[src/hw/rtl/scad_pkg.sv]
// ----------------------------------------------------------------------------
// Shift-add constant divider package
// Widths and defaults shared by the divider modules.
// ----------------------------------------------------------------------------
`default_nettype none

package scad_pkg;

    localparam int DIVISOR_W         = 14;
    localparam int DATA_WIDTH_DEF    = 32;
    localparam int POWER_TERMS_DEF   = 14;
    localparam int GROUP_SIZE        = 4;

endpackage : scad_pkg

`default_nettype wire

[src/hw/rtl/scad_recip.sv]
// ----------------------------------------------------------------------------
// Reciprocal pattern generator
// Holds the divisor and computes floor(2^(T-1) / divisor) with a restoring
// divider that retires one quotient bit per cycle after each divisor write.
// ----------------------------------------------------------------------------
`default_nettype none

module scad_recip #(
    parameter int MAX_POWER_TERMS = 14
) (
    input  wire logic                          i_clk,
    input  wire logic                          i_rst_n,
    input  wire logic                          i_cfg_valid,
    output logic                               o_cfg_ready,
    input  wire logic [scad_pkg::DIVISOR_W-1:0] i_cfg_divisor,
    output logic                               o_busy,
    output logic [MAX_POWER_TERMS-1:0]         o_recip
);
    import scad_pkg::*;

    localparam int CNT_W = $clog2(MAX_POWER_TERMS);

    logic                       r_busy;
    logic [CNT_W-1:0]           r_cnt;
    logic [DIVISOR_W-1:0]       r_div;
    logic [DIVISOR_W:0]         r_rem;
    logic [MAX_POWER_TERMS-1:0] r_quot;
    logic [MAX_POWER_TERMS-1:0] r_recip;

    logic                       cfg_fire;
    logic                       shift_bit;
    logic [DIVISOR_W:0]         rem_sh;
    logic                       rem_ge;
    logic [DIVISOR_W:0]         n_rem;
    logic [MAX_POWER_TERMS-1:0] n_quot;
    logic                       last_step;

    assign cfg_fire  = i_cfg_valid && o_cfg_ready;
    assign shift_bit = (r_cnt == '0);
    assign rem_sh    = {r_rem[DIVISOR_W-1:0], shift_bit};
    assign rem_ge    = (rem_sh >= {1'b0, r_div});
    assign n_rem     = rem_ge ? (rem_sh - {1'b0, r_div}) : rem_sh;
    assign n_quot    = {r_quot[MAX_POWER_TERMS-2:0], rem_ge};
    assign last_step = (r_cnt == CNT_W'(MAX_POWER_TERMS - 1));

    always_ff @(posedge i_clk) begin
        if (!i_rst_n) begin
            r_busy  <= 1'b0;
            r_cnt   <= '0;
            r_recip <= {1'b1, {(MAX_POWER_TERMS-1){1'b0}}};
        end else if (cfg_fire) begin
            r_busy  <= 1'b1;
            r_cnt   <= '0;
        end else if (r_busy) begin
            r_cnt   <= r_cnt + 1'b1;
            if (last_step) begin
                r_busy  <= 1'b0;
                r_recip <= n_quot;
            end
        end
    end

    always_ff @(posedge i_clk) begin
        if (cfg_fire) begin
            r_div  <= i_cfg_divisor;
            r_rem  <= '0;
            r_quot <= '0;
        end else if (r_busy) begin
            r_rem  <= n_rem;
            r_quot <= n_quot;
        end
    end

    assign o_cfg_ready = !r_busy;
    assign o_busy      = r_busy;
    assign o_recip     = r_recip;

    a_cfg_starts: assert property (@(posedge i_clk) disable iff (!i_rst_n)
        cfg_fire |=> (r_busy && (r_cnt == '0)))
        else $error("divisor write did not start the reciprocal pass");

    a_pass_ends: assert property (@(posedge i_clk) disable iff (!i_rst_n)
        (r_busy && last_step && !cfg_fire) |=> !r_busy)
        else $error("reciprocal pass overran its step count");

    a_busy_blocks_cfg: assert property (@(posedge i_clk) disable iff (!i_rst_n)
        r_busy |-> !o_cfg_ready)
        else $error("divisor write accepted during reciprocal pass");

endmodule : scad_recip

`default_nettype wire

[src/hw/rtl/scad_datapath.sv]
// ----------------------------------------------------------------------------
// Shift-add datapath
// Input register, grouped partial sums of the shifted dividend terms, and a
// result register, each stage with its own valid bit and local backpressure.
// ----------------------------------------------------------------------------
`default_nettype none

module scad_datapath #(
    parameter int DATA_WIDTH      = 32,
    parameter int MAX_POWER_TERMS = 14
) (
    input  wire logic                       i_clk,
    input  wire logic                       i_rst_n,
    input  wire logic                       i_hold,
    input  wire logic [MAX_POWER_TERMS-1:0] i_recip,
    input  wire logic                       i_valid,
    output logic                            o_ready,
    input  wire logic [DATA_WIDTH-1:0]      i_dividend,
    output logic                            o_valid,
    input  wire logic                       i_ready,
    output logic [DATA_WIDTH-1:0]           o_quotient_approx
);
    import scad_pkg::*;

    localparam int NUM_GROUPS = (MAX_POWER_TERMS + GROUP_SIZE - 1) / GROUP_SIZE;

    logic                       r_v1;
    logic [DATA_WIDTH-1:0]      r_x;
    logic [MAX_POWER_TERMS-1:0] r_mask;
    logic                       r_v2;
    logic [DATA_WIDTH-1:0]      r_part [NUM_GROUPS];
    logic                       r_v3;
    logic [DATA_WIDTH-1:0]      r_q;

    logic                       ld1;
    logic                       ld2;
    logic                       ld3;
    logic                       in_fire;
    logic [DATA_WIDTH-1:0]      term [NUM_GROUPS][GROUP_SIZE];
    logic [DATA_WIDTH-1:0]      n_part [NUM_GROUPS];
    logic [DATA_WIDTH-1:0]      n_q;

    assign ld3     = !r_v3 || i_ready;
    assign ld2     = !r_v2 || ld3;
    assign ld1     = !r_v1 || ld2;
    assign o_ready = ld1 && !i_hold;
    assign in_fire = i_valid && o_ready;

    for (genvar g = 0; g < NUM_GROUPS; g++) begin : g_grp
        for (genvar k = 0; k < GROUP_SIZE; k++) begin : g_term
            localparam int P = g * GROUP_SIZE + k;
            if (P < MAX_POWER_TERMS) begin : g_used
                assign term[g][k] = r_mask[MAX_POWER_TERMS-1-P] ? (r_x >> P) : '0;
            end else begin : g_unused
                assign term[g][k] = '0;
            end
        end
    end

    always_comb begin
        for (int g = 0; g < NUM_GROUPS; g++) begin
            n_part[g] = '0;
            for (int k = 0; k < GROUP_SIZE; k++) begin
                n_part[g] = n_part[g] + term[g][k];
            end
        end
    end

    always_comb begin
        n_q = '0;
        for (int g = 0; g < NUM_GROUPS; g++) begin
            n_q = n_q + r_part[g];
        end
    end

    always_ff @(posedge i_clk) begin
        if (!i_rst_n) begin
            r_v1 <= 1'b0;
            r_v2 <= 1'b0;
            r_v3 <= 1'b0;
        end else begin
            if (ld1) begin
                r_v1 <= in_fire;
            end
            if (ld2) begin
                r_v2 <= r_v1;
            end
            if (ld3) begin
                r_v3 <= r_v2;
            end
        end
    end

    always_ff @(posedge i_clk) begin
        if (in_fire) begin
            r_x    <= i_dividend;
            r_mask <= i_recip;
        end
        if (ld2 && r_v1) begin
            r_part <= n_part;
        end
        if (ld3 && r_v2) begin
            r_q <= n_q;
        end
    end

    assign o_valid           = r_v3;
    assign o_quotient_approx = r_q;

    a_no_accept_on_hold: assert property (@(posedge i_clk) disable iff (!i_rst_n)
        i_hold |-> !o_ready)
        else $error("dividend accepted during reciprocal pass");

    a_stage2_holds: assert property (@(posedge i_clk) disable iff (!i_rst_n)
        (r_v2 && !ld3) |=> (r_v2 && $stable(r_part[0])))
        else $error("partial sums lost while the result stage was stalled");

    a_out_holds: assert property (@(posedge i_clk) disable iff (!i_rst_n)
        (o_valid && !i_ready) |=> (o_valid && $stable(o_quotient_approx)))
        else $error("quotient beat changed while waiting for the sink");

endmodule : scad_datapath

`default_nettype wire

[src/hw/rtl/shift_add_constant_divider_core.sv]
// ----------------------------------------------------------------------------
// Shift-add constant divider core
// Approximates dividend / divisor as the sum of dividend >> p over the set
// bits of floor(2^(T-1) / divisor), with T reciprocal terms.
//
//   Channel   Direction  Handshake                  Payload
//   cfg       in         i_cfg_valid / o_cfg_ready  i_cfg_divisor
//   in        in         i_valid / o_ready          i_dividend
//   out       out        o_valid / i_ready          o_quotient_approx
//
// One beat is taken per cycle unless the pipeline stalls or a divisor write
// runs; each result passes through input, partial-sum and result registers.
// A divisor write runs the restoring divider, and while it runs neither
// the cfg nor the in channel accepts a beat.
// Reset loads the reciprocal pattern 2^(T-1), which is that of divisor one.
// Every pipeline stage stalls on its own, so a waiting result does not block
// new beats while earlier stages are empty.
// ----------------------------------------------------------------------------
`default_nettype none

module shift_add_constant_divider_core #(
    parameter int DATA_WIDTH      = scad_pkg::DATA_WIDTH_DEF,
    parameter int MAX_POWER_TERMS = scad_pkg::POWER_TERMS_DEF
) (
    input  wire logic                           i_clk,
    input  wire logic                           i_rst_n,
    input  wire logic                           i_cfg_valid,
    output logic                                o_cfg_ready,
    input  wire logic [scad_pkg::DIVISOR_W-1:0] i_cfg_divisor,
    input  wire logic                           i_valid,
    output logic                                o_ready,
    input  wire logic [DATA_WIDTH-1:0]          i_dividend,
    output logic                                o_valid,
    input  wire logic                           i_ready,
    output logic [DATA_WIDTH-1:0]               o_quotient_approx
);
    import scad_pkg::*;

    logic                       recip_busy;
    logic [MAX_POWER_TERMS-1:0] recip;

    scad_recip #(
        .MAX_POWER_TERMS (MAX_POWER_TERMS)
    ) u_recip (
        .i_clk         (i_clk),
        .i_rst_n       (i_rst_n),
        .i_cfg_valid   (i_cfg_valid),
        .o_cfg_ready   (o_cfg_ready),
        .i_cfg_divisor (i_cfg_divisor),
        .o_busy        (recip_busy),
        .o_recip       (recip)
    );

    scad_datapath #(
        .DATA_WIDTH      (DATA_WIDTH),
        .MAX_POWER_TERMS (MAX_POWER_TERMS)
    ) u_datapath (
        .i_clk             (i_clk),
        .i_rst_n           (i_rst_n),
        .i_hold            (recip_busy),
        .i_recip           (recip),
        .i_valid           (i_valid),
        .o_ready           (o_ready),
        .i_dividend        (i_dividend),
        .o_valid           (o_valid),
        .i_ready           (i_ready),
        .o_quotient_approx (o_quotient_approx)
    );

endmodule : shift_add_constant_divider_core

`default_nettype wire
[config.mk]
export PLATFORM = sky130hd
export DESIGN_NAME = shift_add_constant_divider_core
export DESIGN_NICKNAME = d
export VERILOG_FILES = /design/src/hw/rtl/scad_pkg.sv /design/src/hw/rtl/scad_recip.sv /design/src/hw/rtl/scad_datapath.sv /design/src/hw/rtl/shift_add_constant_divider_core.sv
export SDC_FILE = /design/constraint.sdc
export NUM_CORES = 1
export LEC_CHECK = 0
export BUFFER_PORTS_ARGS = -buffer_cell sky130_fd_sc_hd__buf_2
export CAP_MARGIN = 20
export CORE_MARGIN = 4
export CORE_UTILIZATION = 45
export CTS_CLUSTER_DIAMETER = 40
export DETAILED_ROUTE_END_ITERATION = 8
export GPL_TIMING_DRIVEN = 0
export PLACE_DENSITY = 0.62
export SKIP_LAST_GASP = 1
export SYNTH_ARGS = -nofsm -noshare
export SYNTH_HDL_FRONTEND = slang
export SYNTH_SLANG_ARGS = --single-unit
[constraint.sdc]
create_clock -name i_clk -period 9.6 [get_ports i_clk]
set_input_delay 0.96 -clock i_clk [delete_from_list [all_inputs] [get_ports i_clk]]
set_output_delay 0.96 -clock i_clk [all_outputs]
set_load 0.05 [all_outputs]
==> flow_summary_export.csv, run 1 <==
group,metric,value,unit
floorplanning,die_width,235,µm
final_layout,fin_util,51.6,%
yosys,yosysSeqAreaShare,30.3,%
setup_path,crit_type,"reg2reg",
clock_tree,cts_resized,0,
placement,io_buffers,85,
placement,hpwl,45400,µm
final_layout,final_cell_mix,"inv_1, and2_1, nand2_1",
drt,firstDrtPassIters,5,
pwr,leakage,12.2,nW
final_layout,diodes,0,
drt,drt_iter0_drc,865,
yosys,synth-edff-count,201,
clock_tree,cts.sinks,250,
yosys,netlist_area,0.0231,mm²
pwr,p_int,3.24,mW
pwr,netSwitchingPower,1.94,mW
pwr,power,5.18,mW
timing,fmax,0.178,GHz
yosys,ys_seq_elements,250,
yosys,synth-async-reset-ratio,0,%
clock_tree,cts_root_buf,"clkbuf_16",
clock_tree,htreeDepth,2,
timing,hold_viol,0,
yosys,synth.top_cell.area_share,26.1,%
global_route,track_usage,19.9,%
timing,finalSetupTns,0,ns
setup_path,critPathArrivalTime,5.91,ns
job,maxCapViolCount,0,
drt,dr_total_vias,17200,
floorplanning,ios,86,
drt,routed_wl,54900,µm
pwr,p_comb_share,41.3,%
floorplanning,core,0.0505,mm²
placement,gp_congestion,0.959,
floorplanning,fp.dieH,235,µm
timing,relSlewSlack,41.1,%
floorplanning,dieArea,0.0551,mm²
timing,period_minus_slack,5.61,ns
hold_path,hp-class,"reg2reg",
pwr,seq_power_share,28.0,%
drt,vias_per_cell,5.16,
timing,holdWs,0.429,ns
yosys,synth_area_leader_cell,"edfxtp_1",
clock_tree,hold_buffers,0,
global_route,grt_pass1_vias,17509,
clock_tree,cts_setup_buffers,0,
timing,rsz0062_at_grt,"no",
floorplanning,row_count,82,
global_route,grt_max_degree,38,
pwr,p_per_area,199,mW/mm²
timing,worst_pin_slew,0.873,ns
yosys,synth-main-ff-cell,"edfxtp_1",
yosys,syn_nets,2916,
global_route,antenna_found_initial,0,
pwr,switching_share,37.5,%
timing,setup_violations,0,
yosys,synth_cell_type_count,64,
clock_tree,cts_made_buffers,44,
clock_tree,cts_buffer_depth,3,
final_layout,fillers,4695,
global_route,grt.overflow.total,0,
status,status,"finished clean",
setup_path,critical_path.endpoint_type,"flop",
drt,drtAntennaViolNets,0,
final_layout,drive_gt1_share,6.77,%
yosys,synth.avg_cell_area,9.30,µm²
final_layout,fin_nets,3053,
drt,drc,0,
setup_path,critPathMaxFanout,10,
timing,drv_slew,0,
drt,wl_per_cell,16.5,µm
yosys,synth_warnings,0,
global_route,grt_pass1_wl,89100,µm
final_layout,final_common_cell,"inv_1",
yosys,synthTopCellsByArea,"edfxtp_1, fa_1, ha_1",
timing,fin_crit_sh,58.4,%
clock_tree,clk_latency,0.58,ns
setup_path,worst_ep_required_time,9.91,ns
clock_tree,cts_tree,"yes",
final_layout,design_area,0.0261,mm²
clock_tree,clkTransAtPathRegs,0.06,ns
timing,finClkSkew,0.0385,ns
yosys,synth_cells,2488,
floorplanning,start_util,45.9,%
pwr,ir_worst_vdd,0.163,mV
placement,placed_cell_area,0.0245,mm²
final_layout,syn_to_final_growth,12.6,%
pwr,clkPwrFrac,30.7,%
setup_path,start_kind,"flop",
-- worst max-delay path, stage by stage (launching register included) --
cell,delay (ns)
edfxtp_1,0.58
clkbuf_1,0.50
nand2_1,0.16
fa_1,0.52
fa_1,0.49
inv_1,0.04
ha_1,0.20
fa_1,0.48
a211oi_1,0.33
nor2_1,0.14
nand4_1,0.21
a311oi_1,0.18
o31a_1,0.32
o41ai_1,0.72
o21ai_0,0.23
and2_1,0.21
-- logic make-up (layout without fill, tap and decap cells) --
kind of cell | after synthesis | in the layout | synth area share, %
XOR/XNOR | 119 | 119 | 4.50
adder cells (fa/ha/maj) | 377 | 377 | 26.9
AND/OR/NAND/NOR | 744 | 744 | 16.6
multiplexers | 14 | 14 | 0.611
flip-flops | 250 | 250 | 30.3
AO/OA/AOI/OAI | 438 | 438 | 12.2
buffers and inverters | 546 | 718 | 8.87
-- power groups by stage --
stage	combinational, mW	sequential, mW	clock, mW
finish	2.14	1.45	1.59
floorplan	1.57	1.50	0
global route	2.42	1.46	1.68
global placement	2.07	1.47	0
CTS	2.14	1.45	1.63
detailed placement	2.12	1.47	0
-- Yosys cell counts (55+ instances only) --
cell,count
a21o_1,55
a21oi_1,129
and2_1,256
clkbuf_1,88
edfxtp_1,201
fa_1,202
ha_1,175
inv_1,454
nand2_1,237
nor2_1,72
o21ai_0,77
xnor2_1,73
-- area by class of cell --
class,count,area (µm²),share of cell area [%]
Sequential cell,250,7020,26.9
Buffer,92,349,1.34
Clock inverter,33,395,1.52
Multi-Input combinational cell,1692,14100,54.1
Inverter,454,1700,6.54
Tap cell,672,841,3.23
Timing Repair Buffer,91,533,2.04
Clock buffer,48,1140,4.36
-- state kept, by name, indices dropped and copies added, names as in the netlist --
name / cells
u_datapath.r_part: 109
u_recip.r_cnt: 4
u_recip.o_recip: 14
u_recip.r_rem: 14
u_datapath.o_valid: 1
u_datapath.r_v1: 1
u_datapath.r_x: 32
u_datapath.o_quotient_approx: 32
u_datapath.r_mask: 14
u_recip.r_quot: 13
u_recip.r_div: 14
u_datapath.r_v2: 1
u_recip.o_busy: 1
-- through the flow --
stage / cells / setup WS, ns
after floorplan: 2488 / 2.98
after global placement: 3245 / 0.648
after detailed placement: 3251 / 4.09
after CTS: 3332 / 4.04
after global routing: 3332 / 3.84
final: 3332 / 3.99
-- worst paths after layout --
kind              depth (start not counted)                  from                    end  slack [ns]
hold / removal                            0    u_recip.o_recip[8]   u_datapath.r_mask[8]        0.43
setup reg to reg                         15  u_datapath.r_mask[8]  u_datapath.r_part[93]        3.99
setup / recovery                         15  u_datapath.r_mask[8]  u_datapath.r_part[93]        3.99
hold reg to reg                           0    u_recip.o_recip[8]   u_datapath.r_mask[8]        0.43
-- metal layers --
layer / wire length [µm] / global-route usage, % / vias up / share of wire, %
met3: 2730 / 2.38 / 87 / 5.0
met5: 0 / 0 / - / 0
met4: 1540 / 6.34 / 0 / 2.8
met1: 23900 / 25.9 / 8273 / 44
met2: 26800 / 34.7 / 387 / 49
li1: - / - / 8453 / -
No activity file was read; power rests on OpenSTA's default activity.
==> inputs of run 2 (changes only) <==
clock period = 5.3 ns   (was 9.6 ns; I/O delays follow)
==> run 2 against run 1 <==
Non-clock buffer count stayed put. Sequential share of layout area barely moved. Critical endpoint is now u_datapath.r_part[121]. Combinational power is 81% higher. Total power rose by 79%. First-iteration DRC count rose by 2.1%. Hold slack worse by 0.30 ns. Fmax is 7.9% higher. Worst setup slack worse by 3.9 ns. Critical path type unchanged. Count of clock-buffer cells in the layout fell by 1. Register-to-register slack got worse by 3.9 ns.
==> flow_summary_export.csv, run 2 (synthesis gave the netlist of run 1 again) <==
group,metric,value,unit
status,status,"finished clean",
final_layout,fin_util,51.6,%
setup_path,crit_family,"compound AO/OA/AOI/OAI gates",
drt,vias_per_cell,5.19,
timing,finalSetupTns,0,ns
global_route,grt_pass1_wl,90300,µm
final_layout,drive_gt1_share,7.03,%
pwr,power,9.29,mW
placement,io_buffers,85,
setup_path,cp_num_cells,16,
timing,fin_crit_sh,98.0,%
timing,period_minus_slack,5.19,ns
setup_path,worst_ep_required_time,5.60,ns
floorplanning,core,0.0505,mm²
final_layout,fin_nets,3054,
timing,fmax,0.193,GHz
timing,finClkSkew,0.0219,ns
setup_path,critical_path.endpoint_type,"flop",
global_route,grt.overflow.total,0,
placement,hpwl,45500,µm
drt,dr_total_vias,17292,
final_layout,multi_input_area,0.0141,mm²
pwr,ir_worst_vdd,0.320,mV
placement,gp_congestion,0.952,
timing,holdWs,0.128,ns
global_route,antenna_found_initial,2,
clock_tree,htreeDepth,2,
clock_tree,clkTransAtPathRegs,0.06,ns
setup_path,r2r-start,"u_datapath.r_mask[10]",
setup_path,start_kind,"flop",
setup_path,cp_cell_sequence,"clkbuf_1 > clkbuf_1 > and2_1 > fa_1 > inv_1 > fa_1 > inv_1 > ha_1 > nand2b_1 > a21oi_1 > o31a_1 > a211o_1 > a221o_1 > a21oi_1 > o221ai_1 > xnor2_1",
drt,firstDrtPassIters,5,
clock_tree,cts_tree,"yes",
final_layout,syn_to_final_growth,12.5,%
final_layout,final_cell_mix,"inv_1, and2_1, nand2_1",
clock_tree,cts_made_buffers,45,
final_layout,regArea,0.00702,mm²
clock_tree,cts_buffer_depth,3,
clock_tree,cts.sinks,250,
drt,wl_per_cell,16.6,µm
final_layout,final_common_cell,"inv_1",
setup_path,critPathArrivalTime,5.50,ns
timing,relSlewSlack,39.8,%
global_route,grt_max_degree,36,
placement,dpl.cell_count,3251,
drt,drt_iter0_drc,883,
floorplanning,fp.dieH,235,µm
drt,drc,0,
setup_path,critPathMaxStageDelay,0.55,ns
floorplanning,dieArea,0.0551,mm²
hold_path,hp-class,"in2reg",
setup_path,crit_path_start,"u_datapath.r_mask[10]",
setup_path,critPathMaxFanout,10,
setup_path,r2r_setup_slack,0.11,ns
global_route,track_usage,20.1,%
setup_path,cp_slowest_cell,"fa_1",
drt,drtAntennaViolNets,0,
pwr,p_per_area,357,mW/mm²
floorplanning,row_count,82,
drt,routed_wl,55400,µm
floorplanning,ios,86,
timing,rsz0062_at_grt,"no",
clock_tree,cts_setup_buffers,0,
clock_tree,hold_buffers,0,
setup_path,reg2reg_to,"u_datapath.r_part[121]",
timing,worst_pin_slew,0.895,ns
final_layout,fin_cells,3333,
setup_path,crit_end,"u_datapath.r_part[121]",
timing,drv_slew,0,
setup_path,critPathBufInv,4,
floorplanning,start_util,45.9,%
final_layout,largest_register_ffs,109,
clock_tree,clk_latency,0.58,ns
setup_path,crit_type,"reg2reg",
pwr,leakage,12.2,nW
final_layout,fillers,4701,
floorplanning,die_width,235,µm
setup_path,ff2ff_path_depth,16,
clock_tree,cts_root_buf,"clkbuf_16",
final_layout,diodes,0,
timing,setup_violations,0,
timing,hold_viol,0,
final_layout,regMostFlops,"u_datapath.r_part",
global_route,grt_pass1_vias,17626,
job,maxCapViolCount,0,
hold_path,min_path_cells,1,
clock_tree,cts_resized,1,
==> run 2: changes by cell type in the layout (fill, tap and decap cells not counted), moves of 2 or more <==
cell and change:
clkbuf_2 +5, clkinv_4 -3, bufinv_16 -2, clkbuf_1 -7, clkinv_2 +3, clkinv_1 +3
inv_6 +2
==> run 2: area by class of cell <==
cell class	count	share of cell area [%]
clock inverter	35	1.30
timing repair buffer	91	2.08
inverter	454	6.54
buffer	92	1.36
multi-input combinational	1692	54.2
tap	672	3.23
clock buffer	47	4.39
sequential	250	26.9
==> run 2: metal layers <==
metal	global-route usage [%]	wire length [µm]	vias up
met5	0	3	-
li1	-	-	8457
met3	3.06	2720	97
met1	26.2	24200	8345
met4	6.46	1830	2
met2	34.7	26600	391
==> run 2: how the worst min path moves through the flow <==
stage,from,end,slack (ns)
CTS,i_cfg_divisor[1],u_recip.r_div[1],0.09
global route,i_cfg_divisor[1],u_recip.r_div[1],0.10
floorplan,u_recip.o_recip[10],u_datapath.r_mask[10],0.41
finish,i_cfg_divisor[11],u_recip.r_div[11],0.13
global placement,u_recip.o_recip[3],u_datapath.r_mask[3],0.41
detailed placement,u_recip.o_recip[5],u_datapath.r_mask[5],0.42
==> run 2: worst reg2reg max path, cell delays in order (launching register included) <==
cell and delay, ns:
edfxtp_1 0.38, clkbuf_1 0.30, clkbuf_1 0.35, and2_1 0.27, fa_1 0.54, inv_1 0.06, fa_1 0.55, inv_1 0.05
ha_1 0.34, nand2b_1 0.12, a21oi_1 0.10, o31a_1 0.35, a211o_1 0.32, a221o_1 0.45, a21oi_1 0.34, o221ai_1 0.22
xnor2_1 0.18
==> run 2: where the power goes <==
part | total (mW) | leakage, nW | internal (mW) | switching (mW)
Clock | 2.79 | 0.719 | 1.74 | 1.05
Sequential | 2.63 | 2.28 | 2.50 | 0.123
Combinational | 3.88 | 9.19 | 1.53 | 2.34
==> run 2: through the flow <==
step	cell area (µm²)	setup slack [ns]
after global routing	26000	0.00625
after CTS	26000	0.0791
after floorplan	23100	0.940
final	26000	0.106
after global placement	24400	-0.202
after detailed placement	24500	-0.190
